## src/hw/rtl/btpp_ram.sv

```systemverilog
// ----------------------------------------------------------------------------
// Generic simple dual-port RAM
// One write port and one read port with a registered read.
// ----------------------------------------------------------------------------
module btpp_ram #(
    parameter int WIDTH = 8,
    parameter int DEPTH = 16
) (
    input  logic                     clk,
    input  logic                     wr_en,
    input  logic [$clog2(DEPTH)-1:0] wr_addr,
    input  logic [WIDTH-1:0]         wr_data,
    input  logic                     rd_en,
    input  logic [$clog2(DEPTH)-1:0] rd_addr,
    output logic [WIDTH-1:0]         rd_data
);

    logic [WIDTH-1:0] mem [DEPTH];

    // Write port.
    always_ff @(posedge clk) begin
        if (wr_en) begin
            mem[wr_addr] <= wr_data;
        end
    end

    // Registered read port; a same-cycle write is not seen until the next read.
    always_ff @(posedge clk) begin
        if (rd_en) begin
            rd_data <= mem[rd_addr];
        end
    end

endmodule

```

## config.mk

```make
export PLATFORM = sky130hd
export DESIGN_NAME = btpp_ram
export DESIGN_NICKNAME = d
export VERILOG_FILES = /design/src/hw/rtl/btpp_ram.sv
export SDC_FILE = /design/constraint.sdc
export NUM_CORES = 1
export LEC_CHECK = 0
export ABC_AREA = 0
export BUFFER_PORTS_ARGS = -buffer_cell sky130_fd_sc_hd__buf_4
export CAP_MARGIN = 30
export CORE_MARGIN = 2
export CORE_UTILIZATION = 45
export DETAILED_ROUTE_END_ITERATION = 6
export PLACE_DENSITY = 0.73
export RECOVER_POWER = 100
export SYNTH_ARGS = -nofsm -noshare
export SYNTH_HDL_FRONTEND = slang
export SYNTH_SLANG_ARGS = --single-unit
```

## constraint.sdc

```tcl
create_clock -name clk -period 1.48 [get_ports clk]
set_input_delay 0 -clock clk [delete_from_list [all_inputs] [get_ports clk]]
set_output_delay 0 -clock clk [all_outputs]
set_load 0.005 [all_outputs]
```

==> flow_metrics.tcl, run 1 <==
set metrics [dict create \
    post_cts_buffers 0 \
    syn_area_um2 5228 \
    fp.dieH_um 111.8 \
    drc 0 \
    gp_congestion 0.7639 \
    hold_violations 0 \
    synth_top_family_by_area "multiplexers" \
    cts_num_sinks 136 \
    hold_ws_ns 0.2184 \
    ys_seq_area_share_pct 78.12 \
    clkLatencyLatePin_ns 0.41 \
    worstMarginPinSlew_ns 0.7546 \
    required_ns 1.62 \
    reg2reg_slack_ns 0.02 \
    synthMuxAreaShare_pct 14.79 \
    drt_wl_total_um 9444 \
    vias 2500 \
    area_delta_synth_final_pct 22.09 \
    period_needed_ns 1.458 \
    ant_nets 0 \
    antenna_found_initial 0 \
    power.total_mw 9.074 \
    clk_path_buf_depth 2 \
    port_buffers 26 \
    crit_path_max_fanout 1 \
    endpoint "rd_data[0]" \
    rows 39 \
    cp_slowest_cell "mux4_1" \
    syn-num-nets 248 \
    synth_xor_area_share_pct 0 \
    cp_data_arrival_time_ns 1.59 \
    synth-seq-cells 136 \
    start_util_pct 45.98 \
    timing.rr.end "rd_data[0]" \
    h-tree-depth 4 \
    max_freq_ghz 0.6858 \
    cts-root-buf "clkbuf_16" \
    fin_crit_sh_pct 98.53 \
    power.density_nw_per_um2 1422 \
    reg2reg_depth 3 \
    avgSynthCellArea_um2 22.83 \
    p_leak_nw 2.094 \
    nets 317 \
    clkTransAtPathRegs_ns 0.05 \
    hp-class "input port to register" \
    grt_usage_pct 16.28 \
    coreArea_um2 11370 \
    r2r-start "mem[1][0]" \
    path_cells "mux4_1, a22oi_1, nand2_1" \
    grt_max_degree 17 \
    cp_num_cells 3 \
    crit_start "mem[1][0]" \
    setup-violations-final 0 \
    endpoint_kind "register" \
    cap_viol_max_count 0 \
    maxSlewViolCount 0 \
    cts_buffers 17 \
    die-area_um2 12490 \
    critPathLaunchType "register" \
    critPathKind "register to register" \
    synthAdderAreaFrac_pct 0 \
    antennaDiodeCount 0 \
    die_w_um 111.8 \
    finClkSkew_ns 0.02069 \
    synth_compound_area_share_pct 2.298 \
    netlist_instances 229 \
    synth_area_leaders "edfxtp_1 (78%), mux4_2 (7.8%), mux4_1 (7.0%)" \
    worst_ir_drop_vdd_mv 0.8010 \
    hpwl_um 5964 \
    wl_per_cell_um 20.85 \
    slew_headroom_pct 49.69 \
    grt_pass1_vias 2647 \
    yosys.area_share.simple_pct 3.135 \
    critPathBufInv 0 \
    crit_family "multiplexers" \
    drt_iter0_drc 195 \
    status "complete, no violations" \
    drive_gt1_share_pct 25.81 \
    vias_per_cell 5.519 \
    yosysUniqueCellTypes 18 \
    pin_count 27 \
    grt_pass1_wl_um 14630 \
    dp_cells 413 \
    overflow 0 \
    final_cells 453 \
    yosysTopAreaCell "edfxtp_1" \
    dr.pass1.iters 4 \
    ys_warn_count 0 \
    cpPeakStageDelay_ns 0.50 \
    yosysTopAreaCellShare_pct 78.12 \
    grt_setup_unrepaired "no" \
    cts_tree "built" \
]
==> final cells by class <==
| class | instances | area [um2] |
|---|---|---|
| Clock buffer | 18 | 429.2 |
| Clock inverter | 13 | 180.2 |
| Fill cell | 826 | 4987 |
| Multi-Input combinational cell | 83 | 1080 |
| Sequential cell | 136 | 4084 |
| Tap cell | 143 | 178.9 |
| Timing Repair Buffer | 60 | 430.4 |
==> worst register-to-register path: stages (launching register included) <==
cell	delay [ns]
edfxtp_1	0.36
mux4_1	0.50
a22oi_1	0.26
nand2_1	0.09
==> what timing repair did <==
item	in CTS	in global routing
pin swaps	0	2
gates resized for setup	2	6
hold buffers	9	0
endpoints found under the hold margin	136	0
setup endpoints to repair	2	4
==> cells by family (layout without fill, tap and decap cells) <==
logic type,after synthesis,after routing
flops,136,136
simple gates,35,35
compound gates,16,16
mux,32,32
buf+inv,10,91
==> how the worst min path moves through the flow <==
stage	slack (ns)	end	from	depth (start not counted)
2_1_floorplan	0.1	mem[0][0]	wr_data[0]	0
3_3_place_gp	0.31	mem[5][0]	wr_data[0]	1
3_5_place_dp	0.32	mem[2][1]	wr_data[1]	1
4_1_cts	0.1	mem[0][5]	wr_addr[0]	3
5_1_grt	0.25	rd_data[0]	rd_addr[1]	4
6_report	0.22	rd_data[5]	rd_addr[1]	4
==> cell usage in the layout, fill, tap and decap left out <==
master,Yosys,layout
nand2b_1,2,2
and2_1,1,1
bufinv_16,0,4
clkbuf_1,0,29
nand2_1,9,9
clkbuf_4,0,8
edfxtp_1,136,136
a22oi_2,0,6
nor2_1,13,13
or3b_2,1,1
mux4_2,18,20
mux4_1,14,12
clkinvlp_4,0,3
buf_4,1,10
clkbuf_16,0,17
dlygate4sd3_1,0,9
clkinv_2,0,4
a22oi_1,16,10
nand3b_1,2,2
clkinv_4,0,2
nor2b_1,1,1
and2b_1,1,1
nand3_1,1,1
nor3_1,4,4
buf_12,0,5
==> cells in the mapped netlist <==
| cell type | count |
|---|---|
| edfxtp_1 | 136 |
| mux4_2 | 18 |
| a22oi_1 | 16 |
| mux4_1 | 14 |
| nor2_1 | 13 |
| nand2_1 | 9 |
| nor3_1 | 4 |
| buf_2 | 3 |
| buf_6 | 3 |
| clkdlybuf4s25_2 | 3 |
| nand2b_1 | 2 |
| nand3b_1 | 2 |
| and2_1 | 1 |
| and2b_1 | 1 |
| buf_4 | 1 |
| nand3_1 | 1 |
| nor2b_1 | 1 |
| or3b_2 | 1 |
==> registers in the layout (all words and copies together), names as in the netlist <==
signal / count
rd_data: 8
mem: 128
==> per-stage QoR <==
stage | setup slack, ns | TNS (ns) | cell area (um2) | utilization [%]
after global placement | -0.03588 | -0.03588 | 5771 | 50.75
after global routing | 0.004143 | 0 | 6382 | 56.14
final | 0.02179 | 0 | 6382 | 56.14
after CTS | 0.003360 | 0 | 6480 | 56.99
after detailed placement | -0.03874 | -0.05260 | 5771 | 50.75
after floorplan | 0.1686 | 0 | 5233 | -
==> power breakdown <==
group / switching (mW) / leakage, nW / internal (mW)
clock: 1.47 / 0.292 / 2.80
sequential: 0.0249 / 1.24 / 4.34
combinational: 0.228 / 0.566 / 0.212
total: 1.72 / 2.09 / 7.35
==> layer usage <==
metal / global-route usage [%] / vias up / share of wire [%]
li1: - / 1114 / -
met1: 21.74 / 1305 / 44
met2: 25.62 / 77 / 50
met3: 4.899 / 4 / 4.9
met4: 6.091 / 0 / 0.80
met5: 0 / - / 0
Power figures use the tool's default switching activity.
==> run 2, diff against run 1 <==
--- a/config.mk
+++ b/config.mk
@@ -10,8 +10,10 @@
 export CAP_MARGIN = 30
 export CORE_MARGIN = 2
 export CORE_UTILIZATION = 45
+export CTS_CLUSTER_DIAMETER = 60
 export DETAILED_ROUTE_END_ITERATION = 6
-export PLACE_DENSITY = 0.73
+export GPL_TIMING_DRIVEN = 0
+export PLACE_DENSITY = 0.71
 export RECOVER_POWER = 100
 export SYNTH_ARGS = -nofsm -noshare
 export SYNTH_HDL_FRONTEND = slang
==> constraint.sdc (replaced) <==
create_clock -name clk -period 1.8 [get_ports clk]
set_input_delay 0 -clock clk [delete_from_list [all_inputs] [get_ports clk]]
set_output_delay 0 -clock clk [all_outputs]
set_load 0.005 [all_outputs]
==> run 2 against run 1 <==
Compared with the run above: sequential share of layout area grew 0.63 points; die area is the same; critical path depth is 1 higher; setup slack better by 0.19 ns; cell area decreased by 0.98%; register-to-register slack improved by 0.22 ns; largest cell class unchanged; highest routed layer unchanged.
==> flow_metrics.tcl, run 2 (synthesized netlist as in run 1, its figures left out) <==
set metrics [dict create \
    status "complete, no violations" \
    fin_crit_sh_pct 88.42 \
    worst_ir_drop_vdd_mv 0.7320 \
    final_cells 444 \
    cts.repair.resized 0 \
    cap_viol_max_count 0 \
    h-tree-depth 4 \
    layout_common_cells "edfxtp_1 (136), mux4_2 (18), clkbuf_16 (17), a22oi_1 (16), mux4_1 (14)" \
    cts_num_sinks 136 \
    coreArea_um2 11370 \
    max_freq_ghz 0.6283 \
    finClkSkew_ns 0.006119 \
    die_w_um 111.8 \
    post_cts_buffers 0 \
    dp_cells 401 \
    path_cells "dlygate4sd3_1, buf_4, nor3_1, clkbuf_2" \
    power_frac_seq_pct 47.1 \
    vias_per_cell 5.559 \
    clkTransAtPathRegs_ns 0.05 \
    slew_headroom_pct 43.89 \
    power_frac_clock_pct 48.2 \
    p_int_mw 6.163 \
    gp_congestion 0.7220 \
    cts_tree "built" \
    hp-class "input port to register" \
    fin_util_pct 55.58 \
    start_util_pct 45.98 \
    ant_nets 0 \
    grt_pass1_vias 2557 \
    p_sw_mw 1.455 \
    fp.dieH_um 111.8 \
    cp_data_arrival_time_ns 1.71 \
    layout_commonest_cell "edfxtp_1" \
    largest_reg_flops 128 \
    top_register "mem" \
    grt_usage_pct 17.12 \
    antenna_found_initial 0 \
    clk_path_buf_depth 2 \
    overflow 0 \
    grt_setup_unrepaired "no" \
    grt_pass1_wl_um 15170 \
    drc 0 \
    maxSlewViolCount 0 \
    p_comb_share_pct 4.7 \
    endpoint_kind "register" \
    hold_violations 0 \
    port_buffers 25 \
    p_leak_nw 2.097 \
    critPathKind "input port to register" \
    cts_buffers 17 \
    power.density_nw_per_um2 1206 \
    dr.pass1.iters 5 \
    area_delta_synth_final_pct 20.90 \
    pin_count 27 \
    antennaDiodeCount 0 \
    worstMarginPinSlew_ns 0.8353 \
    cts-root-buf "clkbuf_16" \
    fill_cells 834 \
    tns_ns 0 \
    drive_gt1_share_pct 25.25 \
    period_needed_ns 1.592 \
    die-area_um2 12490 \
    required_ns 1.92 \
    critPathLaunchType "input port" \
    crit_path_max_fanout 7 \
    hold_ws_ns 0.05153 \
    largestRegisters "mem: 128 flops, rd_data: 8 flops" \
    clkLatencyLatePin_ns 0.42 \
    hpwl_um 6238 \
    cpPeakStageDelay_ns 0.68 \
    nets 307 \
    switching_share_pct 19.10 \
    power.total_mw 7.619 \
    drt_wl_total_um 10050 \
    vias 2468 \
    drt_iter0_drc 212 \
    cp_slowest_cell "nor3_1" \
    setup-violations-final 0 \
    ff_latch_area_um2 4084 \
    multiInputGateArea_um2 1057 \
    wl_per_cell_um 22.62 \
    rows 39 \
    grt_max_degree 17 \
]
==> run 2: cell count changes in the layout (fill, tap and decap cells not counted), moves of 3 or more <==
cell / change
a22oi_1: +6
a22oi_2: -6
buf_12: -5
buf_2: +3
buf_6: +3
clkbuf_1: -17
clkdlybuf4s25_2: +3
==> run 2: path summary, 6_finish.rpt <==
path | depth (start not counted) | start | slack (ns) | end
worst max-delay path | 4 | wr_addr[0] | 0.21 | mem[8][4]
worst min register to register | 3 | mem[11][1] | 0.77 | rd_data[1]
worst min-delay path | 2 | wr_addr[1] | 0.05 | mem[12][5]
worst max register to register | 3 | mem[9][4] | 0.24 | rd_data[4]
==> run 2: timing repair <==
action                                  4_1_cts  5_1_grt
hold buffers                                 11        0
hold endpoints to repair                    138        0
endpoints found under the setup margin        0        0
==> run 2: layout make-up <==
| class | instances | area share [%] |
|---|---|---|
| clock buffer | 17 | 6.731 |
| multi-input combinational | 83 | 16.73 |
| buffer | 10 | 1.366 |
| clock inverter | 15 | 3.286 |
| tap | 143 | 2.831 |
| timing repair buffer | 40 | 4.435 |
| sequential | 136 | 64.62 |
==> run 2: metrics by stage <==
step                cell area (um2)  worst slack (ns)
floorplan                      5228            0.3071
global placement               5594           -0.2135
detailed placement             5619          -0.05368
CTS                            6362            0.2437
global route                   6320           0.09337
finish                         6320            0.2085
==> run 2: power by group through the flow <==
stage               sequential [mW]  clock, mW  combinational [mW]
floorplan                      3.65          0               0.180
global placement               3.64          0               0.341
detailed placement             3.65          0               0.352
CTS                            3.59       3.72               0.373
global route                   3.59       3.84               0.386
finish                         3.59       3.67               0.358
==> run 2: critical path: cells and delay by family <==
family        cells  cell delay, ns
buf+inv           3            1.03
simple gates      1            0.68
==> run 2: per-layer routing <==
metal	wire length (um)	global-route usage, %
met1	4417	24.28
met2	4802	25.25
met3	644	5.444
met4	180	6.337
met5	0	0
==> run 3, diff against run 2 <==
==> constraint.sdc (replaced) <==
create_clock -name clk -period 1.8 [get_ports clk]
set_input_delay 0.09 -clock clk [delete_from_list [all_inputs] [get_ports clk]]
set_output_delay 0.09 -clock clk [all_outputs]
set_load 0.005 [all_outputs]
==> run 3 against run 2 <==
Compared with the run above: sequential share of layout area rose by 0.54 points; clock-buffer cell count did not move; total power fell by 0.13%; global-route usage barely moved; critical path depth fell by 1; register-to-register slack barely moved; clock skew fell by 0.00072 ns; sequential power barely moved; clock power barely moved; non-clock buffer count fell by 4; critical path type is now register to register; critical endpoint is now rd_data[4]; largest cell class unchanged; highest routed layer unchanged.
==> flow_metrics.tcl, run 3 (synthesized netlist as in run 1, its figures left out) <==
set metrics [dict create \
    status "complete, no violations" \
    gp_congestion 0.7220 \
    nets 303 \
    clkLatencyLatePin_ns 0.41 \
    critPathLaunchType "register" \
    grt_setup_unrepaired "no" \
    fin_crit_sh_pct 86.68 \
    grt_usage_pct 17.07 \
    hold_violations 0 \
    hp-class "input port to register" \
    finClkSkew_ns 0.005402 \
    cp_num_cells 3 \
    critPathKind "register to register" \
    required_ns 1.95 \
    crit_family "multiplexers" \
    final_cells 440 \
    worst_ir_drop_vdd_mv 0.7314 \
    grt_max_degree 17 \
    reg2reg_slack_ns 0.24 \
    layout_common_cells "edfxtp_1 (136), mux4_2 (18), clkbuf_16 (17), a22oi_1 (16), clkbuf_1 (16)" \
    clk_path_buf_depth 2 \
    overflow 0 \
    fp.dieH_um 111.8 \
    max_freq_ghz 0.6409 \
    whs_path_depth 2 \
    cp_slowest_cell "mux4_1" \
    hold_end "mem[4][2]" \
    cts_num_sinks 136 \
    cp_data_arrival_time_ns 1.71 \
    cts.repair.resized 0 \
    p_leak_nw 2.063 \
    endpoint_kind "register" \
    wl_per_cell_um 22.67 \
    top_register "mem" \
    area_delta_synth_final_pct 19.89 \
    drt_wl_total_um 9974 \
    grt_pass1_vias 2544 \
    h-tree-depth 4 \
    pin_count 27 \
    antennaDiodeCount 0 \
    setup-violations-final 0 \
    r2r-start "mem[8][4]" \
    drt_iter0_drc 213 \
    min-delay-start "wr_addr[0]" \
    cts_buffers 17 \
    largest_reg_flops 128 \
    reg2reg_depth 3 \
    fill_cells 838 \
    start_util_pct 45.98 \
    fin_util_pct 55.12 \
    die_w_um 111.8 \
    power.density_nw_per_um2 1214 \
    largestRegisters "mem: 128 flops, rd_data: 8 flops" \
    vias_per_cell 5.566 \
    coreArea_um2 11370 \
    vias 2449 \
    drc 0 \
    post_cts_buffers 0 \
    drive_gt1_share_pct 24.24 \
    crit_path_max_fanout 1 \
    cts-root-buf "clkbuf_16" \
    dp_cells 401 \
    port_buffers 25 \
    antenna_found_initial 0 \
    cap_viol_max_count 0 \
    worstMarginPinSlew_ns 0.8619 \
    path_cells "mux4_1, a22oi_1, nand2_1" \
    cts_tree "built" \
    dr.pass1.iters 4 \
    cts_hold_buf 7 \
    clkTransAtPathRegs_ns 0.05 \
    period_needed_ns 1.560 \
    slew_headroom_pct 42.33 \
    grt_pass1_wl_um 15120 \
    hpwl_um 6238 \
    layout_commonest_cell "edfxtp_1" \
    timing.rr.end "rd_data[4]" \
    maxSlewViolCount 0 \
    rows 39 \
    ant_nets 0 \
    critPathBufInv 0 \
    die-area_um2 12490 \
    cpPeakStageDelay_ns 0.52 \
]
-- run 3: how the worst max path moves through the flow --
stage | startpoint | to | slack, ns
5_1_grt | wr_addr[2] | mem[0][6] | 0.14
6_report | mem[8][4] | rd_data[4] | 0.24
3_5_place_dp | wr_addr[2] | mem[0][7] | -0.14
4_1_cts | mem[9][4] | rd_data[4] | 0.24
2_1_floorplan | wr_addr[2] | mem[0][0] | 0.22
3_3_place_gp | wr_addr[2] | mem[0][0] | -0.30
-- run 3: worst register-to-register path, stage by stage, from the launching register on --
cell and delay (ns):
edfxtp_1 0.38, mux4_1 0.52, a22oi_1 0.29, nand2_1 0.11
-- run 3: report_power, final --
group / switching (mW) / leakage [nW] / total [mW] / internal [mW]
logic: 0.196 / 0.527 / 0.349 / 0.153
registers: 0.0169 / 1.24 / 3.59 / 3.57
clock network: 1.24 / 0.300 / 3.67 / 2.43
-- run 3: stage by stage --
step / worst slack [ns] / TNS, ns / hold slack (ns) / power [mW] / area [um2]
floorplan: 0.2171 / 0 / 0.1889 / 3.829 / 5228
global placement: -0.3035 / -2.997 / 0.3650 / 3.986 / 5594
detailed placement: -0.1437 / -0.6350 / 0.3756 / 4.004 / 5619
CTS: 0.2437 / 0 / 0.003495 / 7.671 / 6322
global route: 0.1434 / 0 / 0.07039 / 7.814 / 6267
finish: 0.2397 / 0 / 0.07060 / 7.608 / 6267
-- run 3: layout make-up --
class	instances	area, um2	area share [%]
sequential	136	4084	65.16
multi-input combinational	83	1057	16.87
tap	143	178.9	2.855
buffer	10	86.33	1.378
timing repair buffer	36	227.7	3.633
clock inverter	15	207.7	3.314
clock buffer	17	425.4	6.788
-- run 3: metal layers --
metal  track usage, %  routed length, um  vias up
met5                0                  0        -
met4            6.337                184        0
met3            5.607                816       13
met2            25.09               4751      102
met1            24.16               4222     1245
li1                 -                  -     1089
